File: config.mk
export PLATFORM = sky130hd
export DESIGN_NAME = mate_pair_insert_size_stats_flat
export DESIGN_NICKNAME = d
export VERILOG_FILES = /design/src/mpis_pkg.sv /design/src/mpis_rec_if.sv /design/src/mpis_res_if.sv /design/src/mpis_cfg_if.sv /design/src/mate_pair_insert_size_stats.sv /design/src/mpis_front.sv /design/src/mpis_queue.sv /design/src/mpis_back.sv /design/src/flat_wrapper.sv
export SDC_FILE = /design/constraint.sdc
export NUM_CORES = 2
export LEC_CHECK = 0
export ABC_AREA = 1
export BUFFER_PORTS_ARGS = -buffer_cell sky130_fd_sc_hd__buf_2
export CAP_MARGIN = 20
export CORE_AREA = 2 2 431 540
export DETAILED_ROUTE_END_ITERATION = 8
export DIE_AREA = 0 0 433 542
export PLACE_DENSITY_LB_ADDON = 0.3
export SKIP_LAST_GASP = 1
export SYNTH_ARGS = -nofsm -noshare
export SYNTH_HDL_FRONTEND = slang
export SYNTH_SLANG_ARGS = --single-unit
File: constraint.sdc
create_clock -name clk -period 26.4 [get_ports clk]
set_input_delay 3.96 -clock clk [delete_from_list [all_inputs] [get_ports clk]]
set_output_delay 3.96 -clock clk [all_outputs]
set_load 0.03 [all_outputs]
File: src/mpis_pkg.sv
// Shared types and constants for the mate pair insert size statistics block.
package mpis_pkg;

    localparam int ID_W    = 32;
    localparam int REF_W   = 16;
    localparam int POS_W   = 31;
    localparam int LIM_W   = 32;
    localparam int RLEN_W  = 16;
    localparam int DIST_W  = 33;
    localparam int CNT_W   = 32;
    localparam int ACC_W   = 64;
    localparam int CFG_IDX_W  = 2;
    localparam int CFG_DATA_W = 32;

    localparam int QUEUE_DEPTH = 2;
    localparam int QPTR_W      = $clog2(QUEUE_DEPTH);
    localparam int QCNT_W      = $clog2(QUEUE_DEPTH + 1);

    typedef enum logic [CFG_IDX_W-1:0] {
        REG_LOW_BOUND   = 2'd0,
        REG_HIGH_BOUND  = 2'd1,
        REG_READ_LENGTH = 2'd2
    } cfg_reg_t;

    localparam logic signed [LIM_W-1:0] LOW_BOUND_RST   = 32'sd0;
    localparam logic signed [LIM_W-1:0] HIGH_BOUND_RST  = 32'sd1000;
    localparam logic [RLEN_W-1:0]       READ_LENGTH_RST = 16'd100;

    typedef struct packed {
        logic signed [LIM_W-1:0] low_bound;
        logic signed [LIM_W-1:0] high_bound;
        logic [RLEN_W-1:0]       read_length;
    } cfg_regs_t;

    // one queue word per record: was a pair judged, and its distance
    typedef struct packed {
        logic                     judged;
        logic signed [DIST_W-1:0] distance;
    } job_t;

endpackage

File: src/mpis_rec_if.sv
// Record input channel.
interface mpis_rec_if;
    logic                          valid;
    logic                          ready;
    logic [mpis_pkg::ID_W-1:0]     read_id;
    logic [mpis_pkg::REF_W-1:0]    ref_index;
    logic                          is_mapped;
    logic                          strand;
    logic [mpis_pkg::POS_W-1:0]    position;

    modport source (output valid, read_id, ref_index, is_mapped, strand, position,
                    input ready);
    modport sink   (input valid, read_id, ref_index, is_mapped, strand, position,
                    output ready);
endinterface

File: src/mpis_res_if.sv
// Result output channel.
interface mpis_res_if;
    logic                              valid;
    logic                              ready;
    logic                              accepted;
    logic signed [mpis_pkg::DIST_W-1:0] distance;
    logic [mpis_pkg::CNT_W-1:0]        sample_count;
    logic signed [mpis_pkg::ACC_W-1:0] sample_sum;
    logic [mpis_pkg::ACC_W-1:0]        sample_sum_squares;

    modport source (output valid, accepted, distance, sample_count, sample_sum,
                    sample_sum_squares, input ready);
    modport sink   (input valid, accepted, distance, sample_count, sample_sum,
                    sample_sum_squares, output ready);
endinterface

File: src/mpis_cfg_if.sv
// Configuration write channel.
interface mpis_cfg_if;
    logic                               valid;
    logic                               ready;
    logic [mpis_pkg::CFG_IDX_W-1:0]     index;
    logic [mpis_pkg::CFG_DATA_W-1:0]    data;

    modport source (output valid, index, data, input ready);
    modport sink   (input valid, index, data, output ready);
endinterface

File: src/mate_pair_insert_size_stats.sv
// Top level of the mate pair insert size statistics block.
//
//   port  dir   word
//   rec   in    one mapping record (read_id, ref_index, is_mapped, strand, position)
//   res   out   one result per record (accepted, distance, running sums)
//   cfg   in    register write (index, data); 0 lower, 1 upper, 2 read length
//
// One record per cycle while the queue has room; a record is judged as it is taken
// into the queue, squared next, then accumulated into the result word.
// The two-word queue after the front end absorbs result stalls; rec.ready drops
// only when it is full. cfg is always ready.
// Reset clears block and mate tracking and the accumulators, and restores the
// registers to their defaults.
module mate_pair_insert_size_stats (
    input  logic       clk,
    input  logic       rst_n,
    mpis_rec_if.sink   rec,
    mpis_res_if.source res,
    mpis_cfg_if.sink   cfg
);

    mpis_pkg::cfg_regs_t cfg_regs_reg;
    logic                push_valid;
    logic                push_ready;
    mpis_pkg::job_t      push_job;
    logic                pop_valid;
    logic                pop_ready;
    mpis_pkg::job_t      pop_job;

    assign cfg.ready = 1'b1;

    always_ff @(posedge clk or negedge rst_n)
    begin
        if (!rst_n)
        begin
            cfg_regs_reg.low_bound   <= mpis_pkg::LOW_BOUND_RST;
            cfg_regs_reg.high_bound  <= mpis_pkg::HIGH_BOUND_RST;
            cfg_regs_reg.read_length <= mpis_pkg::READ_LENGTH_RST;
        end
        else if (cfg.valid)
        begin
            case (cfg.index)
                mpis_pkg::REG_LOW_BOUND:   cfg_regs_reg.low_bound   <= $signed(cfg.data);
                mpis_pkg::REG_HIGH_BOUND:  cfg_regs_reg.high_bound  <= $signed(cfg.data);
                mpis_pkg::REG_READ_LENGTH: cfg_regs_reg.read_length <= cfg.data[15:0];
                default: ;
            endcase
        end
    end

    mpis_front u_front (
        .clk        (clk),
        .rst_n      (rst_n),
        .rec        (rec),
        .cfg_regs   (cfg_regs_reg),
        .push_ready (push_ready),
        .push_valid (push_valid),
        .push_job   (push_job)
    );

    mpis_queue u_queue (
        .clk        (clk),
        .rst_n      (rst_n),
        .push_valid (push_valid),
        .push_ready (push_ready),
        .push_job   (push_job),
        .pop_valid  (pop_valid),
        .pop_ready  (pop_ready),
        .pop_job    (pop_job)
    );

    mpis_back u_back (
        .clk       (clk),
        .rst_n     (rst_n),
        .cfg_regs  (cfg_regs_reg),
        .pop_valid (pop_valid),
        .pop_ready (pop_ready),
        .pop_job   (pop_job),
        .res       (res)
    );

`ifndef SYNTHESIS
    a_accept_in_limits: assert property (@(posedge clk) disable iff (!rst_n)
        (res.valid && res.accepted) |->
            (res.distance > $signed({cfg_regs_reg.low_bound[31], cfg_regs_reg.low_bound})
             && res.distance
                < $signed({cfg_regs_reg.high_bound[31], cfg_regs_reg.high_bound})))
        else $error("accepted distance outside limits");

    a_count_monotonic: assert property (@(posedge clk) disable iff (!rst_n)
        1'b1 |=> (res.sample_count >= $past(res.sample_count)))
        else $error("sample count decreased");

    a_result_count_steps: assert property (@(posedge clk) disable iff (!rst_n)
        (res.sample_count != $past(res.sample_count)) |->
            (res.valid && res.accepted && res.sample_count == $past(res.sample_count) + 1))
        else $error("sample count moved without an accepted result");
`endif

endmodule

File: src/mpis_front.sv
// Front end: groups records into blocks, tracks the left mate, judges pairs.
module mpis_front (
    input  logic                clk,
    input  logic                rst_n,
    mpis_rec_if.sink            rec,
    input  mpis_pkg::cfg_regs_t cfg_regs,
    input  logic                push_ready,
    output logic                push_valid,
    output mpis_pkg::job_t      push_job
);

    logic [mpis_pkg::ID_W-1:0]  previous_id_reg, previous_id_next;
    logic                       previous_valid_reg, previous_valid_next;
    logic [1:0]                 block_records_reg, block_records_next;
    logic [mpis_pkg::REF_W-1:0] first_ref_reg, first_ref_next;
    logic                       first_mapped_reg, first_mapped_next;
    logic                       first_strand_reg, first_strand_next;
    logic [mpis_pkg::POS_W-1:0] first_pos_reg, first_pos_next;
    logic                       left_found_reg, left_found_next;
    logic [mpis_pkg::ID_W-1:0]  left_id_reg, left_id_next;
    logic [mpis_pkg::REF_W-1:0] left_ref_reg, left_ref_next;
    logic                       left_strand_reg, left_strand_next;
    logic [mpis_pkg::POS_W-1:0] left_pos_reg, left_pos_next;

    logic take;
    logic close;
    logic single;
    logic right_match;
    logic signed [mpis_pkg::DIST_W-1:0] pair_dist;

    assign rec.ready  = push_ready;
    assign take       = rec.valid && push_ready;
    assign push_valid = take;

    assign close  = previous_valid_reg && (rec.read_id != previous_id_reg);
    assign single = (block_records_reg == 2'd1) && first_mapped_reg;
    // left id is even, so adding one stays inside 32 bits
    assign right_match = previous_id_reg[0] && left_found_reg && single
                         && (previous_id_reg == (left_id_reg + 32'd1))
                         && (left_ref_reg == first_ref_reg)
                         && (left_strand_reg != first_strand_reg);
    assign pair_dist = $signed({2'b00, first_pos_reg})
                       + $signed({17'b0, cfg_regs.read_length})
                       - $signed({2'b00, left_pos_reg});

    always_comb
    begin
        push_job.judged   = close && right_match;
        push_job.distance = pair_dist;

        previous_id_next    = previous_id_reg;
        previous_valid_next = previous_valid_reg;
        block_records_next  = block_records_reg;
        first_ref_next      = first_ref_reg;
        first_mapped_next   = first_mapped_reg;
        first_strand_next   = first_strand_reg;
        first_pos_next      = first_pos_reg;
        left_found_next     = left_found_reg;
        left_id_next        = left_id_reg;
        left_ref_next       = left_ref_reg;
        left_strand_next    = left_strand_reg;
        left_pos_next       = left_pos_reg;

        if (take)
        begin
            previous_id_next    = rec.read_id;
            previous_valid_next = 1'b1;
            if (!previous_valid_reg || close)
            begin
                block_records_next = 2'd1;
                first_ref_next     = rec.ref_index;
                first_mapped_next  = rec.is_mapped;
                first_strand_next  = rec.strand;
                first_pos_next     = rec.position;
            end
            else if (block_records_reg < 2'd2)
            begin
                block_records_next = block_records_reg + 2'd1;
            end

            if (close)
            begin
                if (!previous_id_reg[0] && single)
                begin
                    left_found_next  = 1'b1;
                    left_id_next     = previous_id_reg;
                    left_ref_next    = first_ref_reg;
                    left_strand_next = first_strand_reg;
                    left_pos_next    = first_pos_reg;
                end
                else
                begin
                    left_found_next = 1'b0;
                end
            end
        end
    end

    always_ff @(posedge clk or negedge rst_n)
    begin
        if (!rst_n)
        begin
            previous_id_reg    <= '0;
            previous_valid_reg <= 1'b0;
            block_records_reg  <= '0;
            first_ref_reg      <= '0;
            first_mapped_reg   <= 1'b0;
            first_strand_reg   <= 1'b0;
            first_pos_reg      <= '0;
            left_found_reg     <= 1'b0;
            left_id_reg        <= '0;
            left_ref_reg       <= '0;
            left_strand_reg    <= 1'b0;
            left_pos_reg       <= '0;
        end
        else
        begin
            previous_id_reg    <= previous_id_next;
            previous_valid_reg <= previous_valid_next;
            block_records_reg  <= block_records_next;
            first_ref_reg      <= first_ref_next;
            first_mapped_reg   <= first_mapped_next;
            first_strand_reg   <= first_strand_next;
            first_pos_reg      <= first_pos_next;
            left_found_reg     <= left_found_next;
            left_id_reg        <= left_id_next;
            left_ref_reg       <= left_ref_next;
            left_strand_reg    <= left_strand_next;
            left_pos_reg       <= left_pos_next;
        end
    end

endmodule

File: src/mpis_queue.sv
// Short queue of judged words between the front end and the accumulator.
module mpis_queue (
    input  logic           clk,
    input  logic           rst_n,
    input  logic           push_valid,
    output logic           push_ready,
    input  mpis_pkg::job_t push_job,
    output logic           pop_valid,
    input  logic           pop_ready,
    output mpis_pkg::job_t pop_job
);

    mpis_pkg::job_t                  slot_reg [mpis_pkg::QUEUE_DEPTH];
    logic [mpis_pkg::QPTR_W-1:0]     wr_ptr_reg, wr_ptr_next;
    logic [mpis_pkg::QPTR_W-1:0]     rd_ptr_reg, rd_ptr_next;
    logic [mpis_pkg::QCNT_W-1:0]     fill_reg, fill_next;
    logic                            do_push;
    logic                            do_pop;

    assign push_ready = (fill_reg != mpis_pkg::QCNT_W'(mpis_pkg::QUEUE_DEPTH));
    assign pop_valid  = (fill_reg != '0);
    assign pop_job    = slot_reg[rd_ptr_reg];
    assign do_push    = push_valid && push_ready;
    assign do_pop     = pop_valid && pop_ready;

    always_comb
    begin
        wr_ptr_next = wr_ptr_reg;
        rd_ptr_next = rd_ptr_reg;
        fill_next   = fill_reg;
        if (do_push)
        begin
            wr_ptr_next = (wr_ptr_reg == mpis_pkg::QPTR_W'(mpis_pkg::QUEUE_DEPTH - 1))
                          ? '0 : wr_ptr_reg + 1'b1;
        end
        if (do_pop)
        begin
            rd_ptr_next = (rd_ptr_reg == mpis_pkg::QPTR_W'(mpis_pkg::QUEUE_DEPTH - 1))
                          ? '0 : rd_ptr_reg + 1'b1;
        end
        if (do_push && !do_pop)
        begin
            fill_next = fill_reg + 1'b1;
        end
        else if (do_pop && !do_push)
        begin
            fill_next = fill_reg - 1'b1;
        end
    end

    always_ff @(posedge clk)
    begin
        if (do_push)
        begin
            slot_reg[wr_ptr_reg] <= push_job;
        end
    end

    always_ff @(posedge clk or negedge rst_n)
    begin
        if (!rst_n)
        begin
            wr_ptr_reg <= '0;
            rd_ptr_reg <= '0;
            fill_reg   <= '0;
        end
        else
        begin
            wr_ptr_reg <= wr_ptr_next;
            rd_ptr_reg <= rd_ptr_next;
            fill_reg   <= fill_next;
        end
    end

endmodule

File: src/mpis_back.sv
// Back end: limit check and square, then saturating accumulation and result word.
module mpis_back (
    input  logic                clk,
    input  logic                rst_n,
    input  mpis_pkg::cfg_regs_t cfg_regs,
    input  logic                pop_valid,
    output logic                pop_ready,
    input  mpis_pkg::job_t      pop_job,
    mpis_res_if.source          res
);

    // stage 1: range check and square
    logic                               s1_valid_reg;
    logic                               s1_judged_reg;
    logic                               s1_accept_reg;
    logic signed [mpis_pkg::DIST_W-1:0] s1_dist_reg;
    logic [mpis_pkg::ACC_W-1:0]         s1_square_reg;

    // result stage
    logic                               out_valid_reg;
    logic                               out_accept_reg;
    logic signed [mpis_pkg::DIST_W-1:0] out_dist_reg;
    logic [mpis_pkg::CNT_W-1:0]         count_reg, count_next;
    logic signed [mpis_pkg::ACC_W-1:0]  sum_reg, sum_next;
    logic [mpis_pkg::ACC_W-1:0]         squares_reg, squares_next;

    logic                               out_free;
    logic                               s1_load;
    logic                               in_range;
    logic signed [mpis_pkg::DIST_W-1:0] neg_dist;
    logic [mpis_pkg::CNT_W-1:0]         mag;
    logic [mpis_pkg::ACC_W:0]           sum_wide;
    logic [mpis_pkg::ACC_W:0]           sq_wide;

    assign out_free  = !out_valid_reg || res.ready;
    assign s1_load   = !s1_valid_reg || out_free;
    assign pop_ready = s1_load;

    assign in_range = pop_job.judged
        && (pop_job.distance > $signed({cfg_regs.low_bound[31], cfg_regs.low_bound}))
        && (pop_job.distance < $signed({cfg_regs.high_bound[31], cfg_regs.high_bound}));
    assign neg_dist = -pop_job.distance;
    assign mag      = pop_job.distance[32] ? neg_dist[31:0] : pop_job.distance[31:0];

    always_ff @(posedge clk)
    begin
        if (s1_load && pop_valid)
        begin
            s1_judged_reg <= pop_job.judged;
            s1_accept_reg <= in_range;
            s1_dist_reg   <= pop_job.distance;
            s1_square_reg <= mag * mag;
        end
    end

    // saturating accumulation, one word per cycle while the result is not stalled
    always_comb
    begin
        sum_wide = {sum_reg[63], sum_reg} + {{32{s1_dist_reg[32]}}, s1_dist_reg};
        sq_wide  = {1'b0, squares_reg} + {1'b0, s1_square_reg};

        count_next   = count_reg;
        sum_next     = sum_reg;
        squares_next = squares_reg;
        if (s1_accept_reg)
        begin
            if (count_reg != '1)
            begin
                count_next = count_reg + 1'b1;
            end
            if (sum_wide[64] != sum_wide[63])
            begin
                sum_next = sum_wide[64] ? {1'b1, 63'b0} : {1'b0, {63{1'b1}}};
            end
            else
            begin
                sum_next = $signed(sum_wide[63:0]);
            end
            squares_next = sq_wide[64] ? '1 : sq_wide[63:0];
        end
    end

    always_ff @(posedge clk or negedge rst_n)
    begin
        if (!rst_n)
        begin
            s1_valid_reg  <= 1'b0;
            out_valid_reg <= 1'b0;
            count_reg     <= '0;
            sum_reg       <= '0;
            squares_reg   <= '0;
        end
        else
        begin
            if (s1_load)
            begin
                s1_valid_reg <= pop_valid;
            end
            if (out_free)
            begin
                out_valid_reg <= s1_valid_reg;
            end
            if (out_free && s1_valid_reg)
            begin
                count_reg   <= count_next;
                sum_reg     <= sum_next;
                squares_reg <= squares_next;
            end
        end
    end

    always_ff @(posedge clk)
    begin
        if (out_free && s1_valid_reg)
        begin
            out_accept_reg <= s1_accept_reg;
            out_dist_reg   <= s1_judged_reg ? s1_dist_reg : '0;
        end
    end

    assign res.valid              = out_valid_reg;
    assign res.accepted           = out_accept_reg;
    assign res.distance           = out_dist_reg;
    assign res.sample_count       = count_reg;
    assign res.sample_sum         = sum_reg;
    assign res.sample_sum_squares = squares_reg;

endmodule
File: src/flat_wrapper.sv
// flat-port wrapper written by rule: the top's interface ports become plain ports
module mate_pair_insert_size_stats_flat 
  (clk, rst_n, rec_valid, rec_read_id, rec_ref_index, rec_is_mapped, rec_strand, rec_position, rec_ready, res_valid, res_accepted, res_distance, res_sample_count, res_sample_sum, res_sample_sum_squares, res_ready, cfg_valid, cfg_index, cfg_data, cfg_ready);
  mpis_rec_if rec_i ();
  mpis_res_if res_i ();
  mpis_cfg_if cfg_i ();
  input  logic clk;
  input  logic rst_n;
  input wire logic [$bits(rec_i.valid)-1:0] rec_valid;
  input wire logic [$bits(rec_i.read_id)-1:0] rec_read_id;
  input wire logic [$bits(rec_i.ref_index)-1:0] rec_ref_index;
  input wire logic [$bits(rec_i.is_mapped)-1:0] rec_is_mapped;
  input wire logic [$bits(rec_i.strand)-1:0] rec_strand;
  input wire logic [$bits(rec_i.position)-1:0] rec_position;
  output wire logic [$bits(rec_i.ready)-1:0] rec_ready;
  output wire logic [$bits(res_i.valid)-1:0] res_valid;
  output wire logic [$bits(res_i.accepted)-1:0] res_accepted;
  output wire logic [$bits(res_i.distance)-1:0] res_distance;
  output wire logic [$bits(res_i.sample_count)-1:0] res_sample_count;
  output wire logic [$bits(res_i.sample_sum)-1:0] res_sample_sum;
  output wire logic [$bits(res_i.sample_sum_squares)-1:0] res_sample_sum_squares;
  input wire logic [$bits(res_i.ready)-1:0] res_ready;
  input wire logic [$bits(cfg_i.valid)-1:0] cfg_valid;
  input wire logic [$bits(cfg_i.index)-1:0] cfg_index;
  input wire logic [$bits(cfg_i.data)-1:0] cfg_data;
  output wire logic [$bits(cfg_i.ready)-1:0] cfg_ready;
  assign rec_i.valid = rec_valid;
  assign rec_i.read_id = rec_read_id;
  assign rec_i.ref_index = rec_ref_index;
  assign rec_i.is_mapped = rec_is_mapped;
  assign rec_i.strand = rec_strand;
  assign rec_i.position = rec_position;
  assign rec_ready = rec_i.ready;
  assign res_valid = res_i.valid;
  assign res_accepted = res_i.accepted;
  assign res_distance = res_i.distance;
  assign res_sample_count = res_i.sample_count;
  assign res_sample_sum = res_i.sample_sum;
  assign res_sample_sum_squares = res_i.sample_sum_squares;
  assign res_i.ready = res_ready;
  assign cfg_i.valid = cfg_valid;
  assign cfg_i.index = cfg_index;
  assign cfg_i.data = cfg_data;
  assign cfg_ready = cfg_i.ready;
  mate_pair_insert_size_stats u_core (.clk(clk), .rst_n(rst_n), .rec(rec_i), .res(res_i), .cfg(cfg_i));
endmodule
# == Yosys cells after proc, flatten, opt, wreduce, memory -nomap -nowiden ==
# Memory sizes are Yosys's and may differ from the RTL's.
# Cells that the tools add are included.
# word_totals
register_bits,544
ramBits,68
inputBits,120
out_inout_bits,197
elab_cells,108
mem_count,1
# memory_table
memory,words,word_bits,read_ports,rd_clocked_by_memory_dff,write_ports,line_no,source
u_core.u_queue.slot_reg,2,34,1,0,1,mpis_queue.sv:13,mpis_pkg::job_t slot_reg [mpis_pkg::QUEUE_DEPTH];
# op_classes
addsub,12
mul,1
order_cmp,3
n_eq_ne,10
mux,13
reduce_logical,39
# op_table
operator,count
64-bit 2-to-1 mux,3
64-bit by 33-bit adder with 65-bit output,1
64-bit by 64-bit adder with 65-bit output,1
32-bit by 1-bit adder with 32-bit output (second input constant),2
32-bit by 32-bit multiplier with 64-bit output,1
33-bit by 32-bit > comparator with 1-bit output,1
33-bit by 32-bit < comparator with 1-bit output,1
32-bit by 31-bit subtractor with 33-bit output,1
31-bit by 16-bit adder with 32-bit output,1
32-bit equality test,1
32-bit 2-to-1 mux,1
32-bit inequality test,1
32-bit inequality test (second input constant),1
32-bit negator,1
1-bit logical AND,17
16-bit equality test,1
2-bit AND reduction,7
2-bit 2-to-1 mux,4
1-bit logical NOT,6
3-bit AND reduction,2
2-bit nonzero test,3
1-bit 2-to-1 mux,5
2-bit by 1-bit adder with 2-bit output (second input constant),2
2-bit by 1-bit equality test with 1-bit output (second input constant),2
other kinds (8),12

# == Depth between registers and ports, before layout ==
# depth
word_depth,7
mapped_depth,47
depth_no_buf,45

# == By module ==
# From an unflattened synthesis, not the netlist that was laid out.
# hier_totals
hier_cells,9082
area_unflattened_um2,71036.9
# by_module_without_submodules
mod,instances,cells_per_inst,area_per_inst_um2,seq_area_each_um2
mpis_back,1,7160,54289.6,7987.7
mpis_front,1,1359,10615.2,4129.0
mate_pair_insert_size_stats,1,357,3373.2,2013.2
mpis_queue,1,206,2758.9,2142.1

# == Worst setup path before layout ==
# OpenSTA, ideal clock, no wires.
# synth_timing
path_type,flip-flop to flip-flop
from,reg u_core.u_queue.rd_ptr_reg
to,reg u_core.u_back.s1_square_reg[46] (netlist bit) (data pin)
setup_ns,0.252
arrival_ns,8.229
required_time_ns,26.148
setup_slack_ns,17.919
path_stages_with_launch,41
n_path_buf,3
period_less_slack_ns,8.481
cell_sequence,dfrtp_1 inv_2 nand2_1 and2_1 clkbuf_1 clkbuf_1 ha_1 nand2_1 nor2_1 inv_1 o21ai_4 inv_2 a21oi_2 or2_2 nand2_4 buf_2 nor2_1 fa_1 (+5 left out) inv_1 fa_1 fa_1 fa_1 fa_1 ha_1 nand2_1 nor2_1 inv_1 nor2_1 inv_1 o21bai_1 a21o_1 nand2_1 nand2_1 nand2_1 nand3_1 nand2_1
# synth_between
elab_chain_cells,4
# synth_rtl
element,line_no,source
start: declaration,mpis_queue.sv:15,"logic [mpis_pkg::QPTR_W-1:0] rd_ptr_reg, rd_ptr_next;"
start signal: assignment,mpis_queue.sv:70,rd_ptr_reg <= rd_ptr_next;
memory read 2 x 34 bit *,n/a,
32-bit negator,mpis_back.sv:42,assign neg_dist = -pop_job.distance;
32-bit 2-to-1 mux *,mpis_back.sv:43,assign mag = pop_job.distance[32] ? neg_dist[31:0] : pop_job.distance[31:0];
32-bit by 32-bit multiplier with 64-bit output *,mpis_back.sv:52,s1_square_reg <= mag * mag;
end signal: assignment,mpis_back.sv:52,
end: declaration,mpis_back.sv:17,logic [mpis_pkg::ACC_W-1:0] s1_square_reg;
# Every way passes the cells marked *; elsewhere a longest branch is shown, timed or not.
# A chain may end at the register's enable or synchronous reset.

# == Worst setup path after layout ==
# layout_timing
from,reg u_core.u_queue.rd_ptr_reg
to,reg u_core.u_back.s1_square_reg[52] (netlist bit) (data pin)
# The elaborated chain is that of the path after synthesis.

==> metrics list <==
- Area inside the core boundary: 229500 µm²
- DRT antenna net count: 0
- Summing all multi-input logic gate instances after layout gives 44430 µm².
* FMAX: 88.93 MHz
- DRC errors left: 0
- Leaving out fill and tap cells, the most frequent cell in the layout is sky130_fd_sc_hd__inv_1.
- I/O pin cnt: 317
* Number of antenna violations at the first check in global routing: 12
* Largest register FFs: 80
- Counting flops with a built-in enable in the synthesized netlist gives 199.
- After synthesis, the mean cell area works out to 8.178 µm².
- Bufs on Longest Clock Path: 3
- TritonCTS created 77 clock buffers.
* Critical path's most frequent cell: sky130_fd_sc_hd__fa_1
- Total congestion overflow: 0
- After detailed routing, the total wire length is 223800 µm.
- Count of cells resized by post-cts repair: 0
* Transition time at the pin with the least slew margin: 1.122 ns
* Clock insertion delay at the later pin of the skew report: 0.71 ns
- Clock tree root buffer cell: sky130_fd_sc_hd__clkbuf_16
* Setup bufs post-CTS: 0
- Unrepaired setup endpoints after global routing: false
- Yosys printed 0 warnings.
- Max Cap Viol: 0
* Result of the run: finished, final reports clean
- STA puts the critical path data required time at 26.85 ns.
* Die boundary width: 433 µm
- After synthesis the netlist holds a flip-flop and latch count of 610.
* Gate count of the mapped netlist: 8385
- Via count of the first global-routing pass: 59010
- Proportion of synthesized chip area in sequential cells: 23.73%
* Combined global-route utilization of all metal layers: 19.18%
- Using the TritonRoute via totals, the vias-per-cell ratio works out to 4.681.
* Count of fill cells added during filler insertion: 24300
- Measured along the y axis, the die boundary spans 542 µm.
- Number of distinct standard cells referenced by the synthesized netlist: 67
- Number of pins exceeding their max-slew limit in the final report: 0
- STA classifies the critical path startpoint as a flip-flop.
- Post-detailed-route wirelength per cell: 18.96 µm
* Wire length of the first global-routing pass: 345200 µm
- Slew margin rel.: 25.09%
* Setup Crit Path Kind: reg -> reg
- The slowest stage of the critical path is the sky130_fd_sc_hd__clkinv_1 cell.
* Arrival @ worst endpoint: 11.69 ns
* Highest-count cells in the layout ignoring fill and taps: 1807 x sky130_fd_sc_hd__inv_1, 1504 x sky130_fd_sc_hd__nand2_1, 864 x sky130_fd_sc_hd__nor2_1
- Share of cells above drive strength 1: 8.925%
- CP max stage delay: 0.70 ns
* Routability-driven placement congestion ratio: 0.9695
* Post-synthesis instance area: 68570 µm²
- The initial utilization of the core area, before any placement, comes to 29.88%.
* Final setup violation count: 0
- The tightest min-delay check is of the reg -> reg type.
- Top FF cell, synth: sky130_fd_sc_hd__dfrtp_1
- After clock tree synthesis, the clock-pin slew on the worst setup and hold paths is 0.06 ns.
- In this run the worst path has a maximum fanout of 42.
- Number of nets in the final layout: 10120
* Pin count of the biggest net entering global routing: 160
- TritonCTS clock tree: done
- Detailed placement ended at an HPWL of 181200 µm.
- For flop-to-flop paths, the worst setup slack is 15.16 ns.
- Setup total negative slack on the finished layout was measured at 0 ns.
- Area of the die: 234700 µm²
- Total number of vias: 55260
* Number of hold violations in the final report: 0
- Crit path time final: 11.24 ns
* H-tree depth reported by CTS: 3
* Area taken by flip-flops and latches: 16270 µm²
- Counting every sink on the clock net gives 610.
* Synth-to-Final Area Change: 11.47%
* Proportion of synthesized flip-flops having asynchronous set or reset: 67.38%
- In this run, the number of DRC markers left after iteration 0 of detailed routing was 3245.
* Number of buffers added to fix hold violations after cts: 0
* Period Utilization, post-route: 42.59%
* Worst Setup End Kind: flip-flop
- Total of buffers placed on input and output ports: 315
* Worst clock skew: 0.03209 ns
* FP Rows: 197
* Number of detailed-route iterations in the first pass: 5
per-layer routing:
metal / part of all wire (%) / track usage [%] / up-vias
li1: - / - / 26380
met1: 40 / 22.87 / 26990
met2: 50 / 34.19 / 1422
met3: 4.9 / 2.629 / 453
met4: 4.9 / 8.264 / 20
met5: 0.062 / 0 / -
cell families after synthesis:
family / synth area share (%)
xor gates and xnor gates: 3.887
AOI/OAI and AO/OA: 9.417
adders and majority gates: 33.35
DFF: 23.73
and+or+nand+nor: 18.04
buffers and inverters: 11.55
other: 0.01095
muxes: 0.01460
final timing paths:
path / cells after the start / to / from
max: 40 / u_core.u_back.s1_square_reg[52] / u_core.u_queue.rd_ptr_reg
min: 0 / u_core.u_back.res.accepted / u_core.u_back.s1_accept_reg
max reg2reg: 40 / u_core.u_back.s1_square_reg[52] / u_core.u_queue.rd_ptr_reg
min reg2reg: 0 / u_core.u_back.res.accepted / u_core.u_back.s1_accept_reg
max in group asynchronous: 3 / u_core.u_front.left_id_reg[8] / rst_n
min in group asynchronous: 1 / u_core.cfg_regs_reg[29] / rst_n
cells in the mapped netlist, drive strengths merged (8+ instances only):
cell type	count	share of area, %
inv	1867	10
nand2	1535	8.5
nor2	915	5.4
fa	813	24
ha	527	9.6
o21ai	464	3.5
dfrtp	402	15
a21oi	349	2.6
nand3	217	1.6
edfxtp	199	8.7
xor2	197	2.5
or2	110	1.0
clkbuf	101	0.55
xnor2	100	1.3
nor3	88	0.67
a21boi	84	0.92
buf	79	0.73
nand4	52	0.48
a31oi	44	0.40
o21bai	36	0.39
o21a	33	0.36
a21o	32	0.35
o22a	18	0.23
nor4	17	0.16
o211ai	16	0.18
o22ai	16	0.15
dfstp	9	0.34
nand3b	9	0.099
a211oi	8	0.088
clkinv	8	0.044
stage by stage:
step                setup WS [ns]  hold slack (ns)  cells  utilization (%)  instance area, µm²
finish                      15.16           0.4746  11810            33.31               76440
global placement            15.37           0.4665  11650            32.06               73570
floorplan                   17.92           0.4268   8386                -               68570
CTS                         15.14           0.4881  11790            33.23               76260
detailed placement          15.21           0.4729  11650            32.06               73570
global route                14.53           0.4932  11800            33.31               76430
final cells by class:
type	instances	share of cell area (%)
Clock buffer	109	2.961
Clock inverter	31	0.5565
Sequential cell	610	21.29
Inverter	1875	9.216
Multi-Input combinational cell	5721	58.13
Tap cell	3084	5.048
Antenna cell	4	0.01310
Timing Repair Buffer	371	2.789
worst max-delay path, delay by kind of cell, from the launching register on:
kind / cells / cell delay (ns)
AO/OA/AOI/OAI: 4 / 0.92
adder cells (fa/ha/maj): 10 / 4.52
buffers and inverters: 11 / 2.66
flip-flops: 1 / 0.32
XOR/XNOR: 2 / 0.37
AND/OR/NAND/NOR: 13 / 2.06
Power is left out: the tool's default activity adds up to more than one toggle a clock period on the data nets, which glitch-free logic cannot reach.
